**src/rtl/slps_pkg.sv**
```systemverilog
package slps_pkg;

    typedef enum logic [3:0] {
        MODE_OFF      = 4'd0,
        MODE_ON       = 4'd1,
        MODE_2HZ      = 4'd2,
        MODE_1HZ      = 4'd3,
        MODE_HALFHZ   = 4'd4,
        MODE_FLICKON  = 4'd5,
        MODE_FLICKOFF = 4'd6,
        MODE_LONGON   = 4'd7,
        MODE_LONGOFF  = 4'd8,
        MODE_OFF1S    = 4'd9
    } mode_t;

    typedef enum logic [3:0] {
        CODE_OFF       = 4'd0,
        CODE_UNINIT    = 4'd1,
        CODE_SETUP     = 4'd2,
        CODE_NORMAL    = 4'd3,
        CODE_LEARN     = 4'd4,
        CODE_BOOT      = 4'd5,
        CODE_MEMFAULT  = 4'd6,
        CODE_FATAL     = 4'd7,
        CODE_RESETWARN = 4'd8,
        CODE_MSGRX     = 4'd9,
        CODE_MSGACTED  = 4'd10,
        CODE_TXERR     = 4'd11,
        CODE_RXERR     = 4'd12
    } status_t;

    typedef enum logic {
        CMD_POLL   = 1'b0,
        CMD_STATUS = 1'b1
    } cmd_t;

    localparam int TICK_W = 8;

    localparam logic [TICK_W-1:0] HALF_2HZ    = 8'd25;
    localparam logic [TICK_W-1:0] HALF_1HZ    = 8'd50;
    localparam logic [TICK_W-1:0] HALF_HALFHZ = 8'd100;
    localparam logic [TICK_W-1:0] FULL_2HZ    = 8'd50;
    localparam logic [TICK_W-1:0] FULL_1HZ    = 8'd100;
    localparam logic [TICK_W-1:0] FULL_HALFHZ = 8'd200;
    localparam logic [TICK_W-1:0] FLICK_TICKS = 8'd25;
    localparam logic [TICK_W-1:0] LONG_TICKS  = 8'd50;
    localparam logic [TICK_W-1:0] OFF1S_TICKS = 8'd100;

    typedef struct packed {
        logic       command;
        logic       tick_elapsed;
        logic [3:0] status_code;
    } in_item_t;

    typedef struct packed {
        logic       led_on;
        logic [3:0] led_mode;
    } out_item_t;

endpackage

```
**src/rtl/slps_engine.sv**
```systemverilog
module slps_engine
    import slps_pkg::*;
(
    input  logic      aclk,
    input  logic      aresetn,
    input  logic      step_en,
    input  in_item_t  item,
    output out_item_t result
);

    mode_t             mode_reg, mode_next;
    logic [TICK_W-1:0] tick_count_reg, tick_count_next;
    logic              led_level_reg, led_level_next;
    logic [TICK_W-1:0] tick_inc;

    always_ff @(posedge aclk) begin
        if (!aresetn) begin
            mode_reg       <= MODE_OFF;
            tick_count_reg <= '0;
            led_level_reg  <= 1'b0;
        end else if (step_en) begin
            mode_reg       <= mode_next;
            tick_count_reg <= tick_count_next;
            led_level_reg  <= led_level_next;
        end
    end

    assign tick_inc = item.tick_elapsed ? tick_count_reg + TICK_W'(1) : tick_count_reg;

    always_comb begin
        mode_next       = mode_reg;
        tick_count_next = tick_count_reg;
        led_level_next  = led_level_reg;
        if (cmd_t'(item.command) == CMD_STATUS) begin
            case (status_t'(item.status_code))
                CODE_OFF:                             mode_next = MODE_OFF;
                CODE_UNINIT:                          mode_next = MODE_HALFHZ;
                CODE_SETUP:                           mode_next = MODE_1HZ;
                CODE_NORMAL, CODE_LEARN, CODE_BOOT:   mode_next = MODE_ON;
                CODE_MEMFAULT, CODE_FATAL,
                CODE_RESETWARN:                       mode_next = MODE_2HZ;
                CODE_MSGRX:                           mode_next = MODE_FLICKOFF;
                CODE_MSGACTED:                        mode_next = MODE_LONGOFF;
                CODE_TXERR, CODE_RXERR:               mode_next = MODE_OFF1S;
                default:                              mode_next = mode_reg;
            endcase
        end else begin
            tick_count_next = tick_inc;
            case (mode_reg)
                MODE_ON: begin
                    led_level_next  = 1'b1;
                    tick_count_next = '0;
                end
                MODE_OFF: begin
                    led_level_next  = 1'b0;
                    tick_count_next = '0;
                end
                MODE_2HZ: begin
                    led_level_next = (tick_inc >= HALF_2HZ);
                    if (tick_inc >= FULL_2HZ) tick_count_next = '0;
                end
                MODE_1HZ: begin
                    led_level_next = (tick_inc >= HALF_1HZ);
                    if (tick_inc >= FULL_1HZ) tick_count_next = '0;
                end
                MODE_HALFHZ: begin
                    led_level_next = (tick_inc >= HALF_HALFHZ);
                    if (tick_inc >= FULL_HALFHZ) tick_count_next = '0;
                end
                MODE_FLICKON: begin
                    led_level_next = 1'b1;
                    if (tick_inc >= FLICK_TICKS) begin
                        tick_count_next = '0;
                        mode_next       = MODE_OFF;
                    end
                end
                MODE_FLICKOFF: begin
                    led_level_next = 1'b0;
                    if (tick_inc >= FLICK_TICKS) begin
                        tick_count_next = '0;
                        mode_next       = MODE_ON;
                    end
                end
                MODE_LONGON: begin
                    led_level_next = 1'b1;
                    if (tick_inc >= LONG_TICKS) begin
                        tick_count_next = '0;
                        mode_next       = MODE_OFF;
                    end
                end
                MODE_LONGOFF: begin
                    led_level_next = 1'b0;
                    if (tick_inc >= LONG_TICKS) begin
                        tick_count_next = '0;
                        mode_next       = MODE_ON;
                    end
                end
                MODE_OFF1S: begin
                    led_level_next = 1'b0;
                    if (tick_inc >= OFF1S_TICKS) begin
                        tick_count_next = '0;
                        mode_next       = MODE_ON;
                    end
                end
                default: begin
                    led_level_next = led_level_reg;
                end
            endcase
        end
    end

    assign result.led_on   = led_level_next;
    assign result.led_mode = mode_next;

    a_status_holds_led: assert property (@(posedge aclk) disable iff (!aresetn)
        step_en && item.command == CMD_STATUS |=> $stable(led_level_reg))
        else $error("status item changed LED level");

    a_idle_holds_count: assert property (@(posedge aclk) disable iff (!aresetn)
        !step_en |=> $stable(tick_count_reg) && $stable(mode_reg))
        else $error("state changed without an item");

    a_steady_clears: assert property (@(posedge aclk) disable iff (!aresetn)
        step_en && item.command == CMD_POLL && (mode_reg == MODE_ON || mode_reg == MODE_OFF)
        |=> tick_count_reg == '0)
        else $error("steady mode left counter running");

    a_flash_bound: assert property (@(posedge aclk) disable iff (!aresetn)
        step_en && item.command == CMD_POLL && mode_reg == MODE_2HZ
        |=> tick_count_reg < FULL_2HZ)
        else $error("2 Hz counter passed its period");

endmodule

```
**src/rtl/status_led_pattern_sequencer.sv**
```systemverilog
// Status LED sequencer. Each item is a status command (sets the LED mode from a
// status code) or a poll (advances the 10 ms tick count and updates the LED).
// One result item per input item, one item per clock sustained while m_ready
// holds: an item is held in the input register, is decoded against the mode
// and tick state, and its result is registered in the output register.
// The input side keeps accepting while a result waits, until both stages fill.
module status_led_pattern_sequencer
    import slps_pkg::*;
(
    input  logic      aclk,
    input  logic      aresetn,
    input  logic      s_valid,
    output logic      s_ready,
    input  in_item_t  s_data,
    output logic      m_valid,
    input  logic      m_ready,
    output out_item_t m_data
);

    logic      in_valid_reg;
    in_item_t  in_data_reg;
    logic      out_valid_reg;
    out_item_t out_data_reg;
    logic      advance;
    out_item_t result;

    assign advance = in_valid_reg && (!out_valid_reg || m_ready);
    assign s_ready = !in_valid_reg || advance;

    always_ff @(posedge aclk) begin
        if (!aresetn) begin
            in_valid_reg  <= 1'b0;
            out_valid_reg <= 1'b0;
        end else begin
            if (s_ready) in_valid_reg <= s_valid;
            if (advance) out_valid_reg <= 1'b1;
            else if (m_ready) out_valid_reg <= 1'b0;
        end
    end

    always_ff @(posedge aclk) begin
        if (s_ready && s_valid) in_data_reg <= s_data;
        if (advance) out_data_reg <= result;
    end

    slps_engine u_engine (
        .aclk    (aclk),
        .aresetn (aresetn),
        .step_en (advance),
        .item    (in_data_reg),
        .result  (result)
    );

    assign m_valid = out_valid_reg;
    assign m_data  = out_data_reg;

endmodule

```
**config.mk**
```make
export PLATFORM = sky130hd
export DESIGN_NAME = status_led_pattern_sequencer
export DESIGN_NICKNAME = d
export VERILOG_FILES = /design/src/rtl/slps_pkg.sv /design/src/rtl/slps_engine.sv /design/src/rtl/status_led_pattern_sequencer.sv
export SDC_FILE = /design/constraint.sdc
export NUM_CORES = 1
export LEC_CHECK = 0
export BUFFER_PORTS_ARGS = -buffer_cell sky130_fd_sc_hd__buf_4
export CAP_MARGIN = 25
export CORE_ASPECT_RATIO = 1.75
export CORE_MARGIN = 2
export CORE_UTILIZATION = 35
export CTS_CLUSTER_DIAMETER = 40
export DETAILED_ROUTE_END_ITERATION = 12
export GPL_ROUTABILITY_DRIVEN = 0
export SYNTH_ARGS = -nofsm -noshare
export SYNTH_HDL_FRONTEND = slang
export SYNTH_HIERARCHICAL = 1
export SYNTH_SLANG_ARGS = --single-unit
```
**constraint.sdc**
```tcl
create_clock -name aclk -period 3.7 [get_ports aclk]
set_input_delay 0 -clock aclk [delete_from_list [all_inputs] [get_ports aclk]]
set_output_delay 0 -clock aclk [all_outputs]
set_load 0.01 [all_outputs]
```
After elaboration in Yosys (flattened, before gate mapping)
Cells that the tools add are included.
Widths: inputs -> output; s select.

word-level totals
  bits in registers = 26
  word-level logic and storage cells = 74
  output and inout port bits = 7

operators by class
  mux-type cells = 18
  equality and inequality tests = 21
  bitwise gates (word level) = 1
  magnitude comparators = 4
  reduce and logical (&&, ||, !) cells = 19
  add/subtract/negate cells = 1

operator list
  kind                 number
  $mux 8               5
  $pmux 8 s5           1
  $eq 4x3->1 const B   8
  $pmux 4 s8           1
  $eq 4x4->1 const B   7
  $mux 4               6
  $pmux 4 s5           1
  $eq 4x2->1 const B   4
  $reduce_or 3->1      4
  $add 8x1->8 const B  1
  $eq 4x1->1 const B   2
  $ge 8x5->1 const B   1
  $ge 8x6->1 const B   1
  $ge 8x7->1 const B   1
  $ge 8x8->1 const B   1
  $logic_not 4->1      2
  $reduce_or 2->1      4
  $pmux 1 s5           1
  $reduce_or 4->1      1
  $mux 1               3
  $logic_and 1x1->1    2
  $logic_not 1->1      2
  $logic_or 1x1->1     2
  $reduce_and 2->1     1
  2 further kinds      2

Longest topological paths before layout
  depth after elaboration = 6
  gate-level depth with buffers = 10

Cells and area by module
Netlist, hierarchy kept.

by module, submodules not included
  module                        area each (sq um)  seq. area each (sq um)  instances  cells an instance
  slps_engine                   1491.4             260.2                   1          213
  status_led_pattern_sequencer  434.2              370.4                   1          20

Least setup slack after synthesis
No wires, ideal clock.

  path type = reg-to-reg
  from = register u_engine.tick_count_reg[0]
  to = register out_data_reg (netlist bit m_data[4]) (data pin)
  path slack = 1.424 ns
  stages on the path, launching flop included = 11
  buffers on the path = 2
  setup time = 0.251 ns
  arrival = 2.025 ns
  cells stage by stage = dfxtp_1 ha_1 and4_1 buf_2 a21oi_1 a22o_2 o21ai_2 or2_2 a311oi_2 o31ai_1 buf_4

on the way
  word-level cells in the longest chain between the ends = 5
  elaborated cells between the ends (all ways) = 7
  classes of those cells = 1 x add/sub; 3 x order compare; 3 x mux

RTL lines
  what                                      RTL line                            source
  start: declaration                        slps_engine.sv:12                   logic [TICK_W-1:0] tick_count_reg, tick_count_next;
  start signal: assignment                  slps_engine.sv:23                   tick_count_reg <= tick_count_next;
  $add 8x1->8                               slps_engine.sv:28                   assign tick_inc = item.tick_elapsed ? tick_count_reg + TICK_W'(1) : tick_count_reg;
  $mux 8 (*)                                slps_engine.sv:28
  $ge 8x7->1, or another cell as far along  slps_engine.sv:67                   led_level_next = (tick_inc >= HALF_HALFHZ);
  $pmux 1 s5 (*)                            slps_engine.sv:49                   case (mode_reg)
  $mux 1 (*)                                slps_engine.sv:34                   if (cmd_t'(item.command) == CMD_STATUS) begin
  via u_engine.led_level_next               slps_engine.sv:13                   logic led_level_reg, led_level_next;
  end signal: assignment                    status_led_pattern_sequencer.sv:43  if (advance) out_data_reg <= result;
  end: declaration                          status_led_pattern_sequencer.sv:23  out_item_t out_data_reg;

Mark *: on every way through the listed nets, which the timed path passes. The rest lies on a longest branch.
A chain may end at the register's enable or synchronous reset.

==> summary.txt <==
antenna-violating nets left -> 0
max reg flops -> 8
Synth Cell Area -> 0.001926 sq mm
Starting Density -> 0.3634
post-CTS setup buffer count -> 0
vias -> 1775
RSZ-0062 raised after global routing -> false
CTS tree -> done
first-pass GRT wire length -> 7.921 mm
htree depth -> 1
Slowest-stage cell, CP -> dfxtp_1
vias per cell -> 5.564
Yosys reg bits -> 26
synth top area cells -> edfxtp_1, dfxtp_1, nor2_1
WS Path Type -> flip-flop to flip-flop
Synth top area share -> 0.1715
number of buffers added on ports -> 16
All-Layer GR Usage -> 0.1633
crit path cell chain -> ha_1 > inv_1 > nor4_1 > a22o_2 > o21ai_2 > or2_2 > a311oi_2 > o31ai_1
fin cells -> 319
Synth Net Count -> 245
clock network fraction of total power -> 0.284
Worst-path clk slew -> 0.09 ns
Logic pwr share -> 0.187
Clock Skews -> 0.007507 ns
clock tree buffer depth -> 2
Synth cell types -> 56
maximum fanout along the worst path -> 11
placed cells -> 308
max_cap viols -> 0
top-level port count -> 17
Tightest Hold Check Type -> primary input to flip-flop
Startpoint Class -> flip-flop
# fillers -> 540
proportion of layout cells with a drive suffix above 1 -> 0.1347
Peak VDD IR -> 0.0001687 V
Antenna Diode Count -> 0
drt total wl -> 4.707 mm
status -> finished clean
endpoints failing setup -> 0
Sum Neg Setup Slack -> 0 ns
fin area -> 0.002175 sq mm
relative slew slack -> 0.5833
nets -> 258
part of the cycle the worst path needs -> 0.7556
pre-CTS setup slack -> 0.9307 ns
Skew-Pair Late Insertion Delay -> 0.27 ns
via count of the first global-routing pass -> 1744
Post-Syn Instances -> 233
Worst Max-Slew Pin Slew -> 0.6185 ns
dominant cell type by area after synthesis -> edfxtp_1
initial antenna violation count -> 0
DR WL/cell -> 14.76 um
GRT Residual Overflow -> 0
CP Capture Type -> flip-flop
Sequential Power Share -> 0.530
Chip Height -> 102.1 um
Async SR Flop Fraction -> 0
Die X -> 60.07 um
Final WS setup -> 0.9041 ns
leakage -> 0.7296 nW
clock buffer count from CTS -> 3
CP max stage delay -> 0.58 ns
Power Density -> 293.2 mW/mm^2
pin count of the biggest net entering global routing -> 17
Ys Warns -> 6
dpl cell area -> 0.002049 sq mm
CP required -> 3.71 ns
DRC -> 0
DRT iter0 DRCs -> 40
final max-slew violation count -> 0
register area share after synthesis -> 0.3275
sw frac -> 0.2745
clk root buf -> clkbuf_8
CP arrival -> 2.81 ns
switching power -> 0.0001750 W
Fmax achieved -> 0.3577 GHz
clock sinks -> 26
number of flops mapped to enable cells by yosys -> 11
die area -> 0.006134 sq mm
Core Area -> 0.005299 sq mm
Main synth FF type -> dfxtp_1
Area Growth Syn to Fin -> 12.93%
post-DP HPWL -> 3.528 mm
syn avg cell area -> 8.264 sq um
min cycle time layout -> 2.796 ns
internal power -> 0.0004625 W
final hold viol count -> 0
drt pass-1 iters -> 4
Min Hold Slack -> 0.05439 ns
floorplan row count -> 35
-- synth_stat cells (2+ instances only) --
cell type,instances
edfxtp_1,11
a21oi_1,12
nor2_1,19
buf_6,2
o21ai_0,14
o211ai_1,6
nand2b_1,6
buf_2,2
nand4_1,7
nor4_1,2
or3_1,5
and2_1,4
dfxtp_1,15
o21a_1,4
a21o_1,2
nand2_1,15
nor3_1,8
o22ai_1,4
xor2_1,3
ha_1,2
nor2b_1,4
a21boi_0,5
inv_1,11
o31ai_1,5
clkbuf_1,7
xnor2_1,7
buf_4,5
nand3_1,12
a31oi_1,7
-- logic make-up after synthesis --
kind of cell / synth area share
AO/OA/AOI/OAI: 0.2697
XOR/XNOR: 0.04549
adder cells (fa/ha/maj): 0.01299
buffers and inverters: 0.07148
flip-flops: 0.3275
AND/OR/NAND/NOR: 0.2729
-- final timing paths --
kind                                                 start                      to  slack [ns]  cells after the start
worst max-delay path            u_engine/tick_count_reg[1]               m_data[4]        0.90                      8
worst min-delay path                               m_ready            in_valid_reg        0.05                      3
worst max register to register  u_engine/tick_count_reg[1]               m_data[4]        0.90                      8
worst min register to register      u_engine/led_level_reg  u_engine/led_level_reg        0.47                      2
-- repair_timing --
action                                 CTS  global route
gates resized for setup                  0             0
endpoints found under the hold margin    7             0
hold buffers                             7             0
-- stage by stage --
step | power [W] | util
after global placement | 0.0004569 | 0.3868
after global routing | 0.0006744 | 0.4104
after CTS | 0.0006496 | 0.4104
after detailed placement | 0.0004572 | 0.3868
final | 0.0006376 | 0.4104
after floorplan | 0.0004208 | -
-- power groups by stage --
stage | Combinational [W] | Clock (W) | Sequential [W]
2_1_floorplan | 0.0000887 | 0 | 0.000332
3_3_place_gp | 0.000113 | 0 | 0.000344
3_5_place_dp | 0.000113 | 0 | 0.000344
4_1_cts | 0.000119 | 0.000193 | 0.000337
5_1_grt | 0.000131 | 0.000202 | 0.000341
6_report | 0.000119 | 0.000181 | 0.000338
-- layout by cell type, fill, tap and decap left out, types with 5 or more instances in the layout --
cell and count:
nor2_1 19, nor3_1 8, or3_1 5, a21boi_0 5, xnor2_1 7, edfxtp_1 11
nand3_1 12, a21oi_1 12, buf_4 17, dlygate4sd3_1 7, nand2b_1 6, a31oi_1 7
nand4_1 7, nand2_1 15, o31ai_1 5, o21ai_0 14, dfxtp_1 15, inv_1 11
o211ai_1 6
-- worst max-delay path: cells and delay by family, from the launching register on --
family | cells | cell delay (ns)
buffers and inverters | 1 | 0.08
adders and majority gates | 1 | 0.35
DFF | 1 | 0.58
and+or+nand+nor | 2 | 0.77
AOI/OAI and AO/OA | 4 | 0.75
-- routing by layer --
metal	GRT usage	vias to the layer above	share of wire
met5	0	-	0
met4	0.06154	0	0.018
met3	0.02405	8	0.027
met2	0.2952	36	0.54
met1	0.1869	845	0.41
li1	-	886	-
-- cell type report --
| cell class | count | area (sq um) | area share |
|---|---|---|---|
| clock buffers | 4 | 55.05 | 0.02532 |
| inverters | 11 | 41.29 | 0.01899 |
| multi-input cells | 180 | 1157 | 0.5322 |
| well taps | 74 | 92.59 | 0.04258 |
| repair buffers | 24 | 197.7 | 0.09091 |
| flip-flops and latches | 26 | 630.6 | 0.2900 |
(Power assumes the default switching activity.)
